--- config.mk ---
export PLATFORM = sky130hd
export DESIGN_NAME = serial_loaded_bank_mapper_core
export DESIGN_NICKNAME = d
export VERILOG_FILES = /design/src/hdl/slbm_pkg.sv /design/src/hdl/serial_loaded_bank_mapper_core.sv /design/src/hdl/slbm_update.sv /design/src/hdl/slbm_out_buf.sv
export SDC_FILE = /design/constraint.sdc
export NUM_CORES = 1
export LEC_CHECK = 0
export ABC_AREA = 0
export BUFFER_PORTS_ARGS = -buffer_cell sky130_fd_sc_hd__buf_2
export CAP_MARGIN = 20
export CORE_MARGIN = 4
export CORE_UTILIZATION = 44
export DETAILED_ROUTE_END_ITERATION = 16
export GPL_ROUTABILITY_DRIVEN = 1
export PLACE_DENSITY = 0.69
export SYNTH_ARGS = -nofsm -noshare
export SYNTH_HDL_FRONTEND = slang
export SYNTH_HIERARCHICAL = 1
export SYNTH_SLANG_ARGS = --single-unit
--- constraint.sdc ---
create_clock -name i_clk -period 4.2 [get_ports i_clk]
set_clock_uncertainty 0.2 [all_clocks]
set_input_delay 0.42 -clock i_clk [delete_from_list [all_inputs] [get_ports i_clk]]
set_output_delay 0.42 -clock i_clk [all_outputs]
set_load 0.03 [all_outputs]
--- src/hdl/slbm_pkg.sv ---
// ----------------------------------------------------------------------------
// Serial-loaded bank mapper package
// Types, constants and the field widths shared by the mapper modules.
// ----------------------------------------------------------------------------
package slbm_pkg;

    localparam int PRG_BANK_W = 5;
    localparam int CHR_BANK_W = 7;
    localparam int SHIFT_W    = 5;
    localparam int COUNT_W    = 5;

    // The marker bit sits at the top of an empty shifter and walks down.
    localparam logic [SHIFT_W-1:0]    SHIFT_MARK     = 5'h10;
    localparam logic [SHIFT_W-1:0]    RESET_OR       = 5'h0C;
    localparam logic [COUNT_W-1:0]    COUNT_RESET    = 5'd16;
    localparam logic [PRG_BANK_W-1:0] PRG_LAST_ADJ   = 5'd30;
    localparam logic [PRG_BANK_W-1:0] PRG_HIGH_RESET = 5'd30;
    localparam logic [CHR_BANK_W-1:0] CHR_HIGH_RESET = 7'd4;

    typedef enum logic [1:0] {
        TGT_CONTROL = 2'd0,
        TGT_CHR0    = 2'd1,
        TGT_CHR1    = 2'd2,
        TGT_PRG     = 2'd3
    } t_target;

    typedef enum logic [1:0] {
        PRG_MODE_32K_A    = 2'd0,
        PRG_MODE_32K_B    = 2'd1,
        PRG_MODE_FIX_LOW  = 2'd2,
        PRG_MODE_FIX_HIGH = 2'd3
    } t_prg_mode;

    typedef struct packed {
        logic [SHIFT_W-1:0]    shift;
        logic [SHIFT_W-1:0]    control;
        logic [PRG_BANK_W-1:0] prg_low;
        logic [PRG_BANK_W-1:0] prg_high;
        logic [CHR_BANK_W-1:0] chr_low;
        logic [CHR_BANK_W-1:0] chr_high;
    } t_map_state;

    typedef struct packed {
        logic [1:0]            mirroring;
        logic [PRG_BANK_W-1:0] prg_low_bank;
        logic [PRG_BANK_W-1:0] prg_high_bank;
        logic [CHR_BANK_W-1:0] chr_low_bank;
        logic [CHR_BANK_W-1:0] chr_high_bank;
        logic                  committed;
    } t_result;

endpackage

--- src/hdl/serial_loaded_bank_mapper_core.sv ---
// ----------------------------------------------------------------------------
// Serial-loaded bank mapper core
// Five-write serial register loading with PRG and CHR bank slot mapping.
// ----------------------------------------------------------------------------
// Each CPU write transfer is applied to the mapper state in the cycle it is
// accepted; its report is registered in the output register or skid stage.
// One write can be accepted every cycle; the block only stalls its input
// when both the output register and its skid stage hold reports that the
// consumer has not yet taken. The PRG bank count is set through the
// configuration port and takes effect at the next PRG load in fixed-last
// mode; write it only while no transfer is in flight.
module serial_loaded_bank_mapper_core (
    input  logic                              i_clk,
    input  logic                              i_rst_n,
    input  logic                              i_cfg_we,
    input  logic [slbm_pkg::COUNT_W-1:0]      i_cfg_data,
    input  logic                              i_valid,
    output logic                              o_stall,
    input  logic [15:0]                       i_address,
    input  logic [7:0]                        i_value,
    output logic                              o_valid,
    input  logic                              i_stall,
    output logic [1:0]                        o_mirroring,
    output logic [slbm_pkg::PRG_BANK_W-1:0]   o_prg_low_bank,
    output logic [slbm_pkg::PRG_BANK_W-1:0]   o_prg_high_bank,
    output logic [slbm_pkg::CHR_BANK_W-1:0]   o_chr_low_bank,
    output logic [slbm_pkg::CHR_BANK_W-1:0]   o_chr_high_bank,
    output logic                              o_committed
);

    slbm_pkg::t_map_state           r_state;
    slbm_pkg::t_map_state           n_state;
    logic [slbm_pkg::COUNT_W-1:0]   r_count;
    slbm_pkg::t_result              next_result;
    slbm_pkg::t_result              out_result;
    logic                           buf_full;
    logic                           accept;

    assign accept  = i_valid && !buf_full;
    assign o_stall = buf_full;

    slbm_update u_update (
        .i_state   (r_state),
        .i_count   (r_count),
        .i_address (i_address),
        .i_value   (i_value),
        .o_state   (n_state),
        .o_result  (next_result)
    );

    always_ff @(posedge i_clk) begin
        if (!i_rst_n) begin
            r_count          <= slbm_pkg::COUNT_RESET;
            r_state.shift    <= slbm_pkg::SHIFT_MARK;
            r_state.control  <= '0;
            r_state.prg_low  <= '0;
            r_state.prg_high <= slbm_pkg::PRG_HIGH_RESET;
            r_state.chr_low  <= '0;
            r_state.chr_high <= slbm_pkg::CHR_HIGH_RESET;
        end else begin
            if (i_cfg_we) begin
                r_count <= i_cfg_data;
            end
            if (accept) begin
                r_state <= n_state;
            end
        end
    end

    slbm_out_buf u_out_buf (
        .i_clk    (i_clk),
        .i_rst_n  (i_rst_n),
        .i_load   (accept),
        .i_result (next_result),
        .o_full   (buf_full),
        .o_valid  (o_valid),
        .o_result (out_result),
        .i_stall  (i_stall)
    );

    assign o_mirroring     = out_result.mirroring;
    assign o_prg_low_bank  = out_result.prg_low_bank;
    assign o_prg_high_bank = out_result.prg_high_bank;
    assign o_chr_low_bank  = out_result.chr_low_bank;
    assign o_chr_high_bank = out_result.chr_high_bank;
    assign o_committed     = out_result.committed;

    // The marker bit is never lost, so the shifter can never read as zero.
    a_shift_marker: assert property (@(posedge i_clk) disable iff (!i_rst_n)
        r_state.shift != '0)
        else $error("serial shifter lost its marker bit");

    // A reset byte empties the shifter and forces fixed-last PRG mode.
    a_reset_byte: assert property (@(posedge i_clk) disable iff (!i_rst_n)
        accept && i_value[7] |=> r_state.shift == slbm_pkg::SHIFT_MARK &&
        r_state.control[3:2] == 2'b11)
        else $error("reset byte did not clear the shifter");

    // A completed load always leaves the shifter empty again.
    a_commit_empties: assert property (@(posedge i_clk) disable iff (!i_rst_n)
        accept && next_result.committed |=> r_state.shift == slbm_pkg::SHIFT_MARK)
        else $error("shifter not emptied after a load");

    // The skid stage only fills behind a held output report.
    a_skid_behind_out: assert property (@(posedge i_clk) disable iff (!i_rst_n)
        o_stall |-> o_valid)
        else $error("skid stage full while output register empty");

    // The state changes only on an accepted transfer.
    a_state_hold: assert property (@(posedge i_clk) disable iff (!i_rst_n)
        !accept |=> $stable(r_state))
        else $error("mapper state changed without a transfer");

endmodule

--- src/hdl/slbm_update.sv ---
// ----------------------------------------------------------------------------
// Mapper state update
// Applies one CPU write to the mapper state and forms the mapping report.
// ----------------------------------------------------------------------------
module slbm_update (
    input  slbm_pkg::t_map_state               i_state,
    input  logic [slbm_pkg::COUNT_W-1:0]       i_count,
    input  logic [15:0]                        i_address,
    input  logic [7:0]                         i_value,
    output slbm_pkg::t_map_state               o_state,
    output slbm_pkg::t_result                  o_result
);

    slbm_pkg::t_target            target;
    logic [slbm_pkg::SHIFT_W-1:0] shifted;
    logic [slbm_pkg::PRG_BANK_W-1:0] last_pair;
    logic                         done;

    assign target    = slbm_pkg::t_target'(i_address[14:13]);
    assign shifted   = {i_value[0], i_state.shift[slbm_pkg::SHIFT_W-1:1]};
    // Twice the 16K bank count, minus two, wrapped to the bank width.
    assign last_pair = {i_count[3:0], 1'b0} + slbm_pkg::PRG_LAST_ADJ;

    always_comb begin
        o_state = i_state;
        done    = 1'b0;
        if (i_value[7]) begin
            o_state.shift   = slbm_pkg::SHIFT_MARK;
            o_state.control = i_state.control | slbm_pkg::RESET_OR;
        end else if (!i_state.shift[0]) begin
            o_state.shift = shifted;
        end else begin
            // Fifth bit: the marker has reached bit 0, so load the target.
            o_state.shift = slbm_pkg::SHIFT_MARK;
            done          = 1'b1;
            case (target)
                slbm_pkg::TGT_CONTROL: begin
                    o_state.control = shifted;
                end
                slbm_pkg::TGT_CHR0: begin
                    if (!i_state.control[4]) begin
                        o_state.chr_low  = {shifted[4:1], 3'b000};
                        o_state.chr_high = {shifted[4:1], 3'b100};
                    end else begin
                        o_state.chr_low = {shifted, 2'b00};
                    end
                end
                slbm_pkg::TGT_CHR1: begin
                    if (i_state.control[4]) begin
                        o_state.chr_high = {shifted, 2'b00};
                    end
                end
                slbm_pkg::TGT_PRG: begin
                    case (slbm_pkg::t_prg_mode'(i_state.control[3:2]))
                        slbm_pkg::PRG_MODE_32K_A,
                        slbm_pkg::PRG_MODE_32K_B: begin
                            o_state.prg_low  = {shifted[3:1], 2'b00};
                            o_state.prg_high = {shifted[3:1], 2'b10};
                        end
                        slbm_pkg::PRG_MODE_FIX_LOW: begin
                            o_state.prg_low  = '0;
                            o_state.prg_high = {shifted[3:0], 1'b0};
                        end
                        default: begin
                            o_state.prg_low  = {shifted[3:0], 1'b0};
                            o_state.prg_high = last_pair;
                        end
                    endcase
                end
                default: begin
                    o_state.control = i_state.control;
                end
            endcase
        end
    end

    assign o_result.mirroring     = o_state.control[1:0];
    assign o_result.prg_low_bank  = o_state.prg_low;
    assign o_result.prg_high_bank = o_state.prg_high;
    assign o_result.chr_low_bank  = o_state.chr_low;
    assign o_result.chr_high_bank = o_state.chr_high;
    assign o_result.committed     = done;

endmodule

--- src/hdl/slbm_out_buf.sv ---
// ----------------------------------------------------------------------------
// Mapper result buffer
// Output register with a skid stage, so that a write can be taken in the
// cycle where a finished report is still stalled.
// ----------------------------------------------------------------------------
module slbm_out_buf (
    input  logic               i_clk,
    input  logic               i_rst_n,
    input  logic               i_load,
    input  slbm_pkg::t_result  i_result,
    output logic               o_full,
    output logic               o_valid,
    output slbm_pkg::t_result  o_result,
    input  logic               i_stall
);

    logic              r_out_valid;
    logic              r_skid_valid;
    slbm_pkg::t_result r_out;
    slbm_pkg::t_result r_skid;
    logic              n_out_valid;
    logic              n_skid_valid;
    slbm_pkg::t_result n_out;
    slbm_pkg::t_result n_skid;
    logic              take;

    assign take = r_out_valid && !i_stall;

    always_comb begin
        n_out_valid  = r_out_valid;
        n_skid_valid = r_skid_valid;
        n_out        = r_out;
        n_skid       = r_skid;
        if (r_skid_valid) begin
            if (take) begin
                n_out        = r_skid;
                n_skid_valid = 1'b0;
            end
        end else if (i_load) begin
            if (!r_out_valid || take) begin
                n_out       = i_result;
                n_out_valid = 1'b1;
            end else begin
                n_skid       = i_result;
                n_skid_valid = 1'b1;
            end
        end else if (take) begin
            n_out_valid = 1'b0;
        end
    end

    always_ff @(posedge i_clk) begin
        if (!i_rst_n) begin
            r_out_valid  <= 1'b0;
            r_skid_valid <= 1'b0;
        end else begin
            r_out_valid  <= n_out_valid;
            r_skid_valid <= n_skid_valid;
        end
        r_out  <= n_out;
        r_skid <= n_skid;
    end

    assign o_full   = r_skid_valid;
    assign o_valid  = r_out_valid;
    assign o_result = r_out;

endmodule
==> results of run 1 <==
-- critical path, stage by stage, from the launching register on --
cell	delay, ns
dfxtp_1	0.59
nand3b_1	0.49
a311oi_1	0.52
a21o_1	0.17
nand3b_1	0.09
o211ai_1	0.11
-- routing by layer --
metal | GRT usage | up-vias | wire [um]
met2 | 0.2019 | 59 | 3654
met4 | 0.04516 | 0 | 86
met1 | 0.1631 | 1268 | 3463
li1 | - | 1304 | -
met3 | 0.04219 | 7 | 407
met5 | 0 | - | 0
-- state kept, by name, indices dropped and copies added (netlist names) --
signal              cells
r_count                 4
r_state                34
u_out_buf/o_result     27
u_out_buf/o_valid       1
u_out_buf/r_skid       27
u_out_buf/o_full        1
-- layout by cell type (no fill, tap or decap), types with 2 or more instances in the layout --
| cell | count |
|---|---|
| a211o_2 | 2 |
| a21oi_1 | 3 |
| a22o_1 | 4 |
| a31oi_1 | 2 |
| and2_1 | 8 |
| and2_2 | 2 |
| and3_1 | 2 |
| and3b_2 | 2 |
| buf_12 | 2 |
| buf_2 | 41 |
| buf_4 | 3 |
| clkbuf_8 | 9 |
| clkinv_4 | 2 |
| clkinvlp_4 | 2 |
| dfxtp_1 | 39 |
| edfxtp_1 | 54 |
| ha_1 | 5 |
| inv_1 | 12 |
| mux2_2 | 6 |
| mux2_4 | 27 |
| mux2i_1 | 34 |
| nand2_1 | 72 |
| nand2_2 | 2 |
| nand2b_1 | 2 |
| nand3_1 | 4 |
| nand3b_1 | 7 |
| nor2_1 | 2 |
| nor2b_1 | 6 |
| nor2b_4 | 3 |
| o211ai_1 | 7 |
| o21ai_0 | 5 |
-- metrics by stage --
stage                     worst slack, ns  power (uW)  area [um2]  instances  utilization
final                               1.947        1797        4846        529       0.4715
after global routing                1.778        1875        4846        529       0.4715
after CTS                           1.741        1806        4806        527       0.4676
after detailed placement            1.844        1276        4632        511       0.4507
after global placement              1.871        1271        4632        511       0.4507
after floorplan                     1.244        1240        4617        379            -
-- power by group --
group | switching, uW | total, uW | internal, uW
logic | 133 | 215 | 82.0
clock network | 325 | 541 | 216
registers | 24.9 | 1040 | 1020
-- how the worst max path moves through the flow --
| stage | end | slack, ns |
|---|---|---|
| final | r_state[16]$_SDFFE_PN1P_ | 1.95 |
| after global routing | r_state[16]$_SDFFE_PN1P_ | 1.78 |
| after CTS | o_stall | 1.74 |
| after detailed placement | u_out_buf/o_result[5]$_DFFE_PP_ | 1.84 |
| after global placement | u_out_buf/o_result[4]$_DFFE_PP_ | 1.87 |
| after floorplan | u_out_buf/o_result[0]$_DFFE_PP_ | 1.24 |
-- area by class of cell --
type                       instances  area share
clock buffer                       9     0.02556
inverter                          12    0.009295
tap                              136     0.03511
timing repair buffer              46     0.05525
sequential                        94      0.5001
multi-input combinational        225      0.3643
clock inverter                     7     0.01033
==> flow_metrics.env, run 1 <==
export IMPL_syn_area_um2=4617
export IMPL_num_rows=37
export IMPL_fillers=928
export IMPL_fp_coreArea_um2=10280
export IMPL_required_ns=4.28
export IMPL_cp_end_kind="flip-flop"
export IMPL_grt_total_usage=0.1274
export IMPL_setup_viol=0
export IMPL_holdPathStages=3
export IMPL_drive_gt1_frac=0.2926
export IMPL_vias=2638
export IMPL_drtIter0Drc=137
export IMPL_grt_pass1_wl_um=12630
export IMPL_worst_pin_slew_ns=0.5677
export IMPL_clkTransAtPathRegs_ns=0.09
export IMPL_worstRegToRegCells=5
export IMPL_dieArea_um2=12200
export IMPL_syn_area_per_cell_um2=12.18
export IMPL_power_leakage_uw=0.001919
export IMPL_max_freq_ghz=0.4439
export IMPL_hold_class="input port to flip-flop"
export IMPL_num_antenna_cells=0
export IMPL_htree_levels=3
export IMPL_synthCells=379
export IMPL_die_height_um=110.4
export IMPL_wl_um=7611
export IMPL_fin_crit_ns=2.253
export IMPL_gp_congestion=0.7358
export IMPL_grt_start_max_net_pins=68
export IMPL_grt_pass1_vias=2570
export IMPL_hold_violations=0
export IMPL_critPathKind="flip-flop to flip-flop"
export IMPL_post_route_drc_count=0
export IMPL_crit_arrival_ns=2.33
export IMPL_timing_rr_end="r_state[16]$_SDFFE_PN1P_"
export IMPL_initial_core_util=0.4492
export IMPL_power_density_nw_per_um2=370.9
export IMPL_drtAntennaViolNets=0
export IMPL_viasPerCell=4.987
export IMPL_clk_latency_ns=0.37
export IMPL_antenna_found_initial=0
export IMPL_crit_reg2reg_launch="r_state[29]$_SDFFE_PN0P_"
export IMPL_max_slew_margin=0.6216
export IMPL_fin_nets=427
export IMPL_wl_per_cell_um=14.39
export IMPL_cts_setup_buffers=0
export IMPL_fin_crit_sh=0.5363
export IMPL_drv_slew=0
export IMPL_place_hpwl_um=4916
export IMPL_grt_overflow=0
export IMPL_ioPinCount=63
export IMPL_cts_resized=0
export IMPL_postCtsHoldBufs=0
export IMPL_hp_start="i_cfg_data[0]"
export IMPL_cts_sinks=94
export IMPL_yosys_warnings=6
export IMPL_cts_tree="done"
export IMPL_rsz0062_at_grt="no"
export IMPL_synth_nets=418
export IMPL_multi_input_area_um2=1765
export IMPL_status="completed"
export IMPL_start_kind="flip-flop"
export IMPL_regArea_um2=2424
export IMPL_r2r_slack_ns=1.95
export IMPL_min_to="r_count[0]$_SDFFE_PN0P_"
export IMPL_portBuffers=41
export IMPL_cap_violations=0
export IMPL_fin_setup_tns_ns=0
export IMPL_dr_pass1_iters=4
export IMPL_clock_path_buffers=2
export IMPL_whs_ns=0.1085
export IMPL_numCtsBuffers=9
export IMPL_cp_startpoint="r_state[29]$_SDFFE_PN0P_"
export IMPL_area_growth_synth_to_final_pct=4.959
export IMPL_die_w_um=110.4
export IMPL_vdd_ir_drop_max_mv=0.1419
export IMPL_critPathMaxFanout=13
export IMPL_cts_root_buf="clkbuf_8"
No activity file was read; power rests on OpenSTA's default activity.
==> run 2: changes to the inputs <==
--- a/config.mk
+++ b/config.mk
@@ -12,7 +12,7 @@
 export CORE_UTILIZATION = 44
 export DETAILED_ROUTE_END_ITERATION = 16
 export GPL_ROUTABILITY_DRIVEN = 1
-export PLACE_DENSITY = 0.69
+export PLACE_DENSITY = 0.71
 export SYNTH_ARGS = -nofsm -noshare
 export SYNTH_HDL_FRONTEND = slang
 export SYNTH_HIERARCHICAL = 1
==> constraint.sdc (replaced) <==
create_clock -name i_clk -period 2 [get_ports i_clk]
set_clock_uncertainty 0.2 [all_clocks]
set_input_delay 0.2 -clock i_clk [delete_from_list [all_inputs] [get_ports i_clk]]
set_output_delay 0.2 -clock i_clk [all_outputs]
set_load 0.03 [all_outputs]
==> flow_metrics.env, run 2 (synthesized netlist as in run 1, its figures left out) <==
export IMPL_pre_cts_ws_ns=-0.007993
export IMPL_cp_cell_sequence="inv_1 > ha_1 > xor2_1 > mux2i_1 > o21ai_0 > mux2_4"
export IMPL_setup_ws_ns=0.1483
export IMPL_largest_reg_flops=34
export IMPL_start_kind="flip-flop"
export IMPL_crit_arrival_ns=1.76
export IMPL_viasPerCell=4.965
export IMPL_cap_violations=0
export IMPL_fin_nets=448
export IMPL_fp_coreArea_um2=10280
export IMPL_num_antenna_cells=0
export IMPL_num_rows=37
export IMPL_crit_slowest_cell="dfxtp_1"
export IMPL_stdcell_area_um2=5112
export IMPL_drv_slew=0
export IMPL_required_ns=1.91
export IMPL_cts_sinks=94
export IMPL_fin_crit_sh=0.9259
export IMPL_wl_um=7812
export IMPL_fin_crit_ns=1.852
export IMPL_placed_area_um2=4797
export IMPL_worst_pin_slew_ns=0.5772
export IMPL_holdPathStages=3
export IMPL_cts_root_buf="clkbuf_8"
export IMPL_cts_tree="done"
export IMPL_hold_violations=0
export IMPL_critPathBufInv=1
export IMPL_cp_end_kind="flip-flop"
export IMPL_portBuffers=41
export IMPL_comb_power_share=0.116
export IMPL_setup_viol=0
export IMPL_grt_pass1_wl_um=13120
export IMPL_htree_levels=3
export IMPL_vias=2731
export IMPL_p_clk_frac=0.362
export IMPL_dr_max_layer_used="met4"
export IMPL_dr_pass1_iters=4
export IMPL_regMostFlops="r_state"
export IMPL_swShare=0.2409
export IMPL_route_met2_wl_um=3867
export IMPL_grt_pass1_vias=2741
export IMPL_dieArea_um2=12200
export IMPL_clock_path_buffers=2
export IMPL_grt_total_usage=0.1298
export IMPL_post_route_util=0.4974
export IMPL_wl_met3_um=337
export IMPL_worst_path_stages=6
export IMPL_drtAntennaViolNets=0
export IMPL_critPathKind="flip-flop to flip-flop"
export IMPL_drtIter0Drc=129
export IMPL_layout_common_cells="nand2_1, edfxtp_1, buf_2, dfxtp_1, mux2i_1"
export IMPL_worstRegToRegCells=6
export IMPL_hold_class="input port to flip-flop"
export IMPL_gp_congestion=0.7375
export IMPL_crit_family="multiplexers"
export IMPL_power_frac_seq=0.522
export IMPL_die_w_um=110.4
export IMPL_post_route_drc_count=0
export IMPL_power_leakage_uw=0.002067
export IMPL_finalPower_uw=4183
export IMPL_clk_latency_ns=0.36
export IMPL_ioPinCount=63
export IMPL_max_slew_margin=0.6152
export IMPL_power_density_nw_per_um2=818.2
export IMPL_critPathMaxFanout=5
export IMPL_wl_per_cell_um=14.20
export IMPL_place_hpwl_um=5354
export IMPL_status="completed"
export IMPL_mostFrequentLayoutCell="nand2_1"
export IMPL_numCtsBuffers=9
export IMPL_drive_gt1_frac=0.3140
export IMPL_vdd_ir_drop_max_mv=0.3159
export IMPL_fin_setup_tns_ns=0
export IMPL_die_height_um=110.4
export IMPL_clkTransAtPathRegs_ns=0.09
export IMPL_rsz0062_at_grt="no"
export IMPL_grt_overflow=0
export IMPL_fillers=910
export IMPL_grt_start_max_net_pins=68
export IMPL_area_growth_synth_to_final_pct=10.73
export IMPL_antenna_found_initial=0
export IMPL_p_int_uw=3175
export IMPL_initial_core_util=0.4492
export IMPL_p_switching_uw=1008
export IMPL_wl_met1_um=3463
export IMPL_max_freq_ghz=0.5400
export IMPL_slowest_delay_ns=0.42
==> run 2: cell types whose count changed in the layout (fill, tap and decap cells not counted), moves of 2 or more <==
cell,before,now
clkinv_4,2,0
clkinvlp_4,2,0
inv_6,1,3
bufinv_16,0,3
dlygate4sd3_1,0,7
buf_4,3,17
==> run 2: final timing paths <==
kind | start | end | slack (ns)
max | r_count[0]$_SDFFE_PN0P_ | u_out_buf/o_result[18]$_DFFE_PP_ | 0.15
min | i_cfg_we | r_count[1]$_SDFFE_PN0P_ | 0.004
max reg2reg | r_count[0]$_SDFFE_PN0P_ | u_out_buf/o_result[18]$_DFFE_PP_ | 0.15
min reg2reg | r_state[24]$_SDFFE_PN0P_ | r_state[24]$_SDFFE_PN0P_ | 0.26
==> run 2: cell type report <==
cell class	count	area, um2	area share
flip-flops and latches	94	2427	0.4748
multi-input cells	225	1783	0.3488
repair buffers	67	442.9	0.08664
well taps	136	170.2	0.03328
clock buffers	10	127.6	0.02496
clock inverters	6	116.4	0.02276
inverters	12	45.04	0.008811
==> run 2: timing repair <==
action	in CTS	in global routing
hold endpoints to repair	6	0
hold buffers	7	0
buffers inserted	0	0
resized for setup	0	1
endpoints found under the setup margin	0	2
==> run 2: layer usage <==
metal | track usage | vias to the layer above
li1 | - | 1352
met1 | 0.1644 | 1314
met2 | 0.2136 | 53
met3 | 0.03068 | 12
met4 | 0.05255 | 0
met5 | 0 | -
==> run 2: power by group through the flow <==
| stage | sequential [uW] | combinational [uW] | clock (uW) |
|---|---|---|---|
| global placement | 2220 | 472 | 0 |
| CTS | 2180 | 493 | 1550 |
| detailed placement | 2230 | 480 | 0 |
| floorplan | 2320 | 290 | 0 |
| finish | 2180 | 487 | 1510 |
| global route | 2190 | 525 | 1630 |
==> run 2: metrics by stage <==
stage                     cells  hold slack (ns)
after floorplan             379           0.1556
after global placement      527           0.2372
after detailed placement    527           0.2455
after CTS                   550        0.0003889
after global routing        550          0.03665
final                       550         0.003987
==> run 2: tightest hold or removal path: cells and delay by family <==
family                 cells  cell delay, ns
buffers and inverters      1            0.14
AND/OR/NAND/NOR            1            0.09
multiplexers               1            0.08
